### src/sv/cda_pkg.sv
// shared types, constants and the month length function for the calendar date adder
package cda_pkg;

    // sequencer states, one-hot
    typedef enum logic [3:0] {
        ST_IDLE = 4'b0001,
        ST_DAY  = 4'b0010,
        ST_MON  = 4'b0100,
        ST_OUT  = 4'b1000
    } state_t;

    localparam int unsigned DAY_W    = 5;
    localparam int unsigned MONTH_W  = 4;
    localparam int unsigned YEAR_W   = 14;
    localparam int unsigned DAYS_W   = 16;
    localparam int unsigned ADD_W    = 10;
    // running day sum before normalization
    localparam int unsigned DSUM_W   = DAYS_W + 1;
    // running month sum after the month offset (12 + 1023)
    localparam int unsigned MSUM_W   = 11;

    localparam int unsigned IN_DATA_W  = 64;
    localparam int unsigned OUT_DATA_W = 24;

    localparam logic [MONTH_W-1:0] MON_JAN = 4'd1;
    localparam logic [MONTH_W-1:0] MON_FEB = 4'd2;
    localparam logic [MONTH_W-1:0] MON_APR = 4'd4;
    localparam logic [MONTH_W-1:0] MON_JUN = 4'd6;
    localparam logic [MONTH_W-1:0] MON_SEP = 4'd9;
    localparam logic [MONTH_W-1:0] MON_NOV = 4'd11;
    localparam logic [MONTH_W-1:0] MON_DEC = 4'd12;

    localparam logic [DAY_W-1:0] LEN_28 = 5'd28;
    localparam logic [DAY_W-1:0] LEN_29 = 5'd29;
    localparam logic [DAY_W-1:0] LEN_30 = 5'd30;
    localparam logic [DAY_W-1:0] LEN_31 = 5'd31;

    // days in a month; leap is set when the year is a multiple of four
    function automatic logic [DAY_W-1:0] month_length(
        input logic [MONTH_W-1:0] month,
        input logic               leap
    );
        logic [DAY_W-1:0] len;
        begin
            len = LEN_31;
            case (month)
                MON_FEB:
                begin
                    len = leap ? LEN_29 : LEN_28;
                end
                MON_APR, MON_JUN, MON_SEP, MON_NOV:
                begin
                    len = LEN_30;
                end
                default:
                begin
                    len = LEN_31;
                end
            endcase
            return len;
        end
    endfunction

endpackage

### src/sv/calendar_date_adder_top.sv
// calendar date adder: adds day, month and year offsets to a date with a stepping sequencer
// sequence: the day loop steps through the M month boundaries crossed by the day sum
//   (one month per cycle, up to about 2155), the month loop through the W twelve-month
//   wraps after the month offset (up to 86), then ST_OUT loads the output register
// the input is ready again only once the result is in the output register, so a new word
//   is not taken while the last is in the loops; ST_OUT waits while a result is still held
// reset: rst_n asynchronous active low, returns the sequencer to idle and drops tvalid
module calendar_date_adder_top (
    input  logic                            clk,
    input  logic                            rst_n,
    input  logic                            s_tvalid,
    output logic                            s_tready,
    // start_day[4:0], start_month[8:5], start_year[22:9], add_days[38:23],
    // add_months[48:39], add_years[58:49], zero[63:59]
    input  logic [cda_pkg::IN_DATA_W-1:0]   s_tdata,
    output logic                            m_tvalid,
    input  logic                            m_tready,
    // result_day[4:0], result_month[8:5], result_year[22:9], zero[23]
    output logic [cda_pkg::OUT_DATA_W-1:0]  m_tdata
);

    cda_pkg::state_t                 state_reg, state_next;
    logic [cda_pkg::DSUM_W-1:0]      day_reg, day_next;
    logic [cda_pkg::MSUM_W-1:0]      month_reg, month_next;
    logic [cda_pkg::YEAR_W-1:0]      year_reg, year_next;
    logic [cda_pkg::ADD_W-1:0]       add_m_reg, add_m_next;
    logic [cda_pkg::ADD_W-1:0]       add_y_reg, add_y_next;
    logic                            out_valid_reg, out_valid_next;
    logic [cda_pkg::OUT_DATA_W-1:0]  out_data_reg, out_data_next;

    logic [cda_pkg::DAY_W-1:0]       in_day;
    logic [cda_pkg::MONTH_W-1:0]     in_month;
    logic [cda_pkg::MONTH_W-1:0]     in_month_clamped;
    logic [cda_pkg::YEAR_W-1:0]      in_year;
    logic [cda_pkg::DAYS_W-1:0]      in_add_d;
    logic [cda_pkg::DSUM_W-1:0]      cur_len;
    logic                            accept;
    logic                            out_free;

    // input field unpacking
    assign in_day   = s_tdata[4:0];
    assign in_month = s_tdata[8:5];
    assign in_year  = s_tdata[22:9];
    assign in_add_d = s_tdata[38:23];

    // month zero runs as january, above december as december
    always_comb
    begin
        in_month_clamped = in_month;
        if (in_month == '0)
        begin
            in_month_clamped = cda_pkg::MON_JAN;
        end
        else if (in_month > cda_pkg::MON_DEC)
        begin
            in_month_clamped = cda_pkg::MON_DEC;
        end
    end

    assign s_tready = (state_reg == cda_pkg::ST_IDLE);
    assign accept   = s_tvalid && s_tready;
    assign out_free = !out_valid_reg || m_tready;

    // length of the current month, widened for the day compare
    assign cur_len = {{(cda_pkg::DSUM_W - cda_pkg::DAY_W){1'b0}},
                      cda_pkg::month_length(month_reg[cda_pkg::MONTH_W-1:0],
                                            year_reg[1:0] == 2'b00)};

    // sequencer: day loop, month wrap loop, then hand-off to the output register
    always_comb
    begin
        state_next     = state_reg;
        day_next       = day_reg;
        month_next     = month_reg;
        year_next      = year_reg;
        add_m_next     = add_m_reg;
        add_y_next     = add_y_reg;
        out_valid_next = out_valid_reg;
        out_data_next  = out_data_reg;

        if (out_valid_reg && m_tready)
        begin
            out_valid_next = 1'b0;
        end

        unique case (state_reg)
            cda_pkg::ST_IDLE:
            begin
                if (accept)
                begin
                    day_next   = {{(cda_pkg::DSUM_W - cda_pkg::DAY_W){1'b0}}, in_day}
                               + {1'b0, in_add_d};
                    month_next = {{(cda_pkg::MSUM_W - cda_pkg::MONTH_W){1'b0}},
                                  in_month_clamped};
                    year_next  = in_year;
                    add_m_next = s_tdata[48:39];
                    add_y_next = s_tdata[58:49];
                    state_next = cda_pkg::ST_DAY;
                end
            end
            cda_pkg::ST_DAY:
            begin
                // one month boundary per cycle
                if (day_reg > cur_len)
                begin
                    day_next = day_reg - cur_len;
                    if (month_reg[cda_pkg::MONTH_W-1:0] == cda_pkg::MON_DEC)
                    begin
                        month_next = {{(cda_pkg::MSUM_W - cda_pkg::MONTH_W){1'b0}},
                                      cda_pkg::MON_JAN};
                        year_next  = year_reg + 1'b1;
                    end
                    else
                    begin
                        month_next = month_reg + 1'b1;
                    end
                end
                else
                begin
                    month_next = month_reg + {1'b0, add_m_reg};
                    state_next = cda_pkg::ST_MON;
                end
            end
            cda_pkg::ST_MON:
            begin
                // one twelve-month wrap per cycle, then the year offset
                if (month_reg > {{(cda_pkg::MSUM_W - cda_pkg::MONTH_W){1'b0}},
                                 cda_pkg::MON_DEC})
                begin
                    month_next = month_reg - {{(cda_pkg::MSUM_W - cda_pkg::MONTH_W){1'b0}},
                                              cda_pkg::MON_DEC};
                    year_next  = year_reg + 1'b1;
                end
                else
                begin
                    year_next  = year_reg + {{(cda_pkg::YEAR_W - cda_pkg::ADD_W){1'b0}},
                                             add_y_reg};
                    state_next = cda_pkg::ST_OUT;
                end
            end
            cda_pkg::ST_OUT:
            begin
                if (out_free)
                begin
                    out_valid_next = 1'b1;
                    out_data_next  = {1'b0, year_reg,
                                      month_reg[cda_pkg::MONTH_W-1:0],
                                      day_reg[cda_pkg::DAY_W-1:0]};
                    state_next     = cda_pkg::ST_IDLE;
                end
            end
            default:
            begin
                state_next = cda_pkg::ST_IDLE;
            end
        endcase
    end

    // control registers
    always_ff @(posedge clk or negedge rst_n)
    begin
        if (!rst_n)
        begin
            state_reg     <= cda_pkg::ST_IDLE;
            out_valid_reg <= 1'b0;
        end
        else
        begin
            state_reg     <= state_next;
            out_valid_reg <= out_valid_next;
        end
    end

    // datapath registers
    always_ff @(posedge clk)
    begin
        day_reg      <= day_next;
        month_reg    <= month_next;
        year_reg     <= year_next;
        add_m_reg    <= add_m_next;
        add_y_reg    <= add_y_next;
        out_data_reg <= out_data_next;
    end

    assign m_tvalid = out_valid_reg;
    assign m_tdata  = out_data_reg;

    // an accepted word always starts the day loop
    assert property (@(posedge clk) disable iff (!rst_n)
        accept |=> state_reg == cda_pkg::ST_DAY)
        else $error("accepted word did not start the day loop");

    // the day loop keeps the month inside january..december
    assert property (@(posedge clk) disable iff (!rst_n)
        state_reg == cda_pkg::ST_DAY |->
            month_reg >= 11'd1 && month_reg <= 11'd12)
        else $error("month out of range during day loop");

    // after the day loop the day fits a month
    assert property (@(posedge clk) disable iff (!rst_n)
        state_reg == cda_pkg::ST_MON |-> day_reg <= 17'd31)
        else $error("day not normalized after day loop");

    // the result leaves with a month of one to twelve
    assert property (@(posedge clk) disable iff (!rst_n)
        state_reg == cda_pkg::ST_OUT |->
            month_reg >= 11'd1 && month_reg <= 11'd12)
        else $error("month not wrapped before output");

endmodule
### config.mk
export PLATFORM = sky130hd
export DESIGN_NAME = calendar_date_adder_top
export DESIGN_NICKNAME = d
export VERILOG_FILES = /design/src/sv/cda_pkg.sv /design/src/sv/calendar_date_adder_top.sv
export SDC_FILE = /design/constraint.sdc
export NUM_CORES = 1
export LEC_CHECK = 0
export BUFFER_PORTS_ARGS = -buffer_cell sky130_fd_sc_hd__clkbuf_2
export CORE_MARGIN = 10
export CORE_UTILIZATION = 60
export DETAILED_ROUTE_END_ITERATION = 6
export HOLD_SLACK_MARGIN = 0.15
export PLACE_DENSITY = 0.84
export SETUP_SLACK_MARGIN = 0.5
export SLEW_MARGIN = 25
export SYNTH_ARGS = -nofsm -noshare
export SYNTH_HDL_FRONTEND = slang
export SYNTH_SLANG_ARGS = --single-unit
export TNS_END_PERCENT = 50
### constraint.sdc
create_clock -name clk -period 5.9 [get_ports clk]
set_input_delay 0.295 -clock clk [delete_from_list [all_inputs] [get_ports clk]]
set_output_delay 0.295 -clock clk [all_outputs]
set_load 0.02 [all_outputs]
==> results.py <==
metrics = {
    "clock_tree": {
        "cts_made_buffers": 9,
        "clock-sinks": 90,
        "worstSkewPairLatency_ps": 370,
        "cts_tree": "done",
        "cts_setup_buffers": 0,
        "root_buffer": "clkbuf_8",
        "clock_path_buffers": 2,
        "htreeDepth": 3,
        "cts_resized": 0,
        "clkTransAtPathRegs_ps": 90,
    },
    "setup_path": {
        "end_kind": "flip-flop",
        "critPathArrivalTime_ps": 3490,
        "critical_path_class": "flip-flop to flip-flop",
        "cpPeakStageDelay_ps": 570,
        "cp.required_ps": 5990,
        "cp_slowest_cell": "or4_2",
        "path_cells": "inv_1, ha_1, o21ai_0, nand2_1, nor2_1, ha_1, nor2b_1, o21ai_2, nand2_1, or4_2, xor2_1, mux2i_1",
        "start_kind": "flip-flop",
        "worstPathMaxFanout": 7,
    },
    "synth": {
        "synthArstFlopShare": 0.0556,
        "ys_ff_latch": 90,
        "yosysWarnings": 0,
        "synth_ff_type": "edfxtp_1",
        "synth_top_cells_by_count": "edfxtp_1 (85), nand2_1 (55), nor2_1 (45)",
        "synth_edf_count": 85,
        "syn_nets": 686,
        "syn_inst": 577,
        "ys_seq_area_frac": 0.445,
        "yosys-top-cells-area": "edfxtp_1 (42%), ha_1 (7.7%), xor2_1 (4.7%), xnor2_1 (4.1%), nand2_1 (3.4%)",
        "synth_top_cell_by_area": "edfxtp_1",
        "yosysMostFrequentCell": "edfxtp_1",
        "syn_area_per_cell_sq_um": 10.4,
        "ys_types": 70,
        "yosysTopAreaCellShare": 0.424,
        "synth_area_sq_um": 6010,
    },
    "outcome": {
        "outcome": "finished clean",
    },
    "detailed_routing": {
        "vias": 4792,
        "met1_length_um": 6150,
        "routed_via_density": 5.86,
        "wl_met2_um": 7080,
        "routed.top_layer": "met4",
        "drtIter0Drc": 525,
        "post-route-drc-count": 0,
        "finalWirelength_um": 14300,
        "route.met3.wl_um": 850,
        "drtPass1Iterations": 5,
        "ant_nets": 0,
        "wl_per_cell_um": 17.5,
    },
    "pwr": {
        "pwr-share-comb": 0.445,
        "p_sw_frac": 0.410,
        "p_leak_uw": 0.00278,
        "intPower_uw": 1660,
        "power_uw": 2820,
        "ir_drop_v": 0.000199,
        "pwr-share-clk": 0.146,
        "powerDensity_nw_per_um2": 406,
        "p_sw_uw": 1160,
        "p_seq_frac": 0.409,
    },
    "sta": {
        "fmax_ghz": 0.294,
        "tightest_slew_ps": 898,
        "fin_crit_sh": 0.576,
        "timing.max_slew.rel_slack": 0.396,
        "setup_tns_ps": 0,
        "finalHoldViolations": 0,
        "slew_violations": 0,
        "rsz0062_at_grt": "no",
        "setup_violations": 0,
        "clock_skew_ps": 16.5,
        "period_minus_slack_ps": 3400,
    },
    "floorplanning": {
        "core_region_area_sq_um": 9770,
        "dieArea_sq_um": 14400,
        "fp.dieH_um": 120,
        "io-pin-count": 94,
        "row_count": 36,
        "initial_utilization": 0.615,
        "fp.dieW_um": 120,
    },
    "cells_and_area": {
        "diodes": 0,
        "largest_reg_flops": 23,
        "drive_gt1_frac": 0.184,
        "fillers": 728,
        "area_growth_pct": 15.3,
        "fin_nets": 789,
    },
    "global_route": {
        "grt_pass1_vias": 4775,
        "grt_util_all_layers": 0.197,
        "grt_max_degree": 25,
        "gr-total-overflow": 0,
        "antenna_found_initial": 0,
        "grt_pass1_wl_um": 23300,
    },
    "hold_path": {
        "min_path_type": "input port to flip-flop",
    },
    "placement": {
        "numPortBuffers": 87,
        "post-dp-hpwl_um": 10400,
        "gp_congestion": 0.885,
    },
    "flow_run": {
        "drv_cap": 0,
    },
}
-- path summary, 6_finish.rpt --
check / start / endpoint / slack, ps / cells after the start
setup reg to reg: month_reg[1] / day_reg[11] / 2500 / 12
setup / recovery: month_reg[1] / day_reg[11] / 2500 / 12
hold / removal: s_tdata[18] / year_reg[9] / 230 / 3
hold reg to reg: day_reg[0] / m_tdata[0] / 450 / 0
max in group asynchronous: rst_n / state_reg[0] / 5370 / 2
min in group asynchronous: rst_n / state_reg[2] / 310 / 2
-- power groups by stage --
stage,logic [uW],clock network (uW),registers [uW]
after floorplan,985,0,1090
after global placement,1160,0,1150
after detailed placement,1220,0,1160
after CTS,1240,411,1150
after global routing,1400,438,1180
final,1250,410,1150
-- cell type report --
class	count	area, sq um	area share
inverters	22	82.6	0.0119
well taps	133	166	0.0240
multi-input cells	445	3150	0.454
clock inverters	3	41.3	0.00595
flip-flops and latches	90	2680	0.386
repair buffers	112	676	0.0974
clock buffers	13	139	0.0200
-- metal layers --
layer | vias to the layer above | global-route usage
li1 | 2358 | -
met1 | 2245 | 0.246
met2 | 172 | 0.336
met3 | 17 | 0.0333
met4 | 0 | 0.0694
met5 | - | 0
-- cells by family (layout without fill, tap and decap cells) --
| family | after synthesis | after routing | share of synthesized area |
|---|---|---|---|
| AND/OR/NAND/NOR | 189 | 189 | 0.165 |
| XOR/XNOR | 60 | 60 | 0.0874 |
| AO/OA/AOI/OAI | 142 | 142 | 0.159 |
| flip-flops | 90 | 90 | 0.445 |
| multiplexers | 12 | 12 | 0.0200 |
| other | 1 | 1 | 0.000624 |
| buffers and inverters | 42 | 150 | 0.0318 |
| adder cells (fa/ha/maj) | 41 | 41 | 0.0903 |
-- cell usage in the layout (no fill, tap or decap), types with 3 or more instances in the layout --
cell type,Yosys,routed
o21bai_1,3,3
o221ai_1,9,9
a22oi_1,11,11
o21a_1,4,4
clkbuf_8,0,9
nand3_1,17,17
nor2b_1,7,7
o2111ai_1,4,4
nand2b_1,3,3
nand2_1,55,55
a21oi_1,23,23
clkbuf_2,1,87
nand4_1,8,8
nor3_1,12,12
xor2_1,32,32
dfrtp_1,4,4
mux2i_1,12,12
o22ai_1,7,7
a211oi_1,3,3
a31oi_1,6,6
o211ai_1,3,3
a21o_1,7,7
nor2_1,45,44
and3_1,5,5
fa_1,4,4
or3_1,4,4
o21ai_1,5,5
and2_1,6,6
buf_4,4,4
ha_1,37,37
clkbuf_1,11,4
xnor2_1,28,28
inv_1,22,22
o21ai_0,38,38
edfxtp_1,85,85
and4_1,5,5
dlygate4sd3_1,0,21
or2_2,4,4
-- through the flow --
stage               utilization  hold WS, ps  worst slack, ps  cell area [sq um]  instances
finish                    0.709          230             2500               6930        818
global route              0.709          245             2220               6930        818
CTS                       0.709          230             2520               6930        818
detailed placement        0.669          122             2540               6540        781
global placement          0.669          117             2660               6540        781
floorplan                     -       -0.591             2310               6010        577
-- worst max-delay path: cells and delay by family (launching register included) --
family / cells / cell delay (ps)
simple gates: 5 / 1200
fa+ha+maj: 2 / 540
flops: 1 / 520
compound gates: 2 / 470
xor+xnor: 1 / 180
buf+inv: 1 / 110
mux: 1 / 90
-- repair_timing --
item / CTS / global route
hold buffers: 21 / 0
setup endpoints to repair: 0 / 0
hold endpoints to repair: 25 / 0
Power figures use the tool's default switching activity.
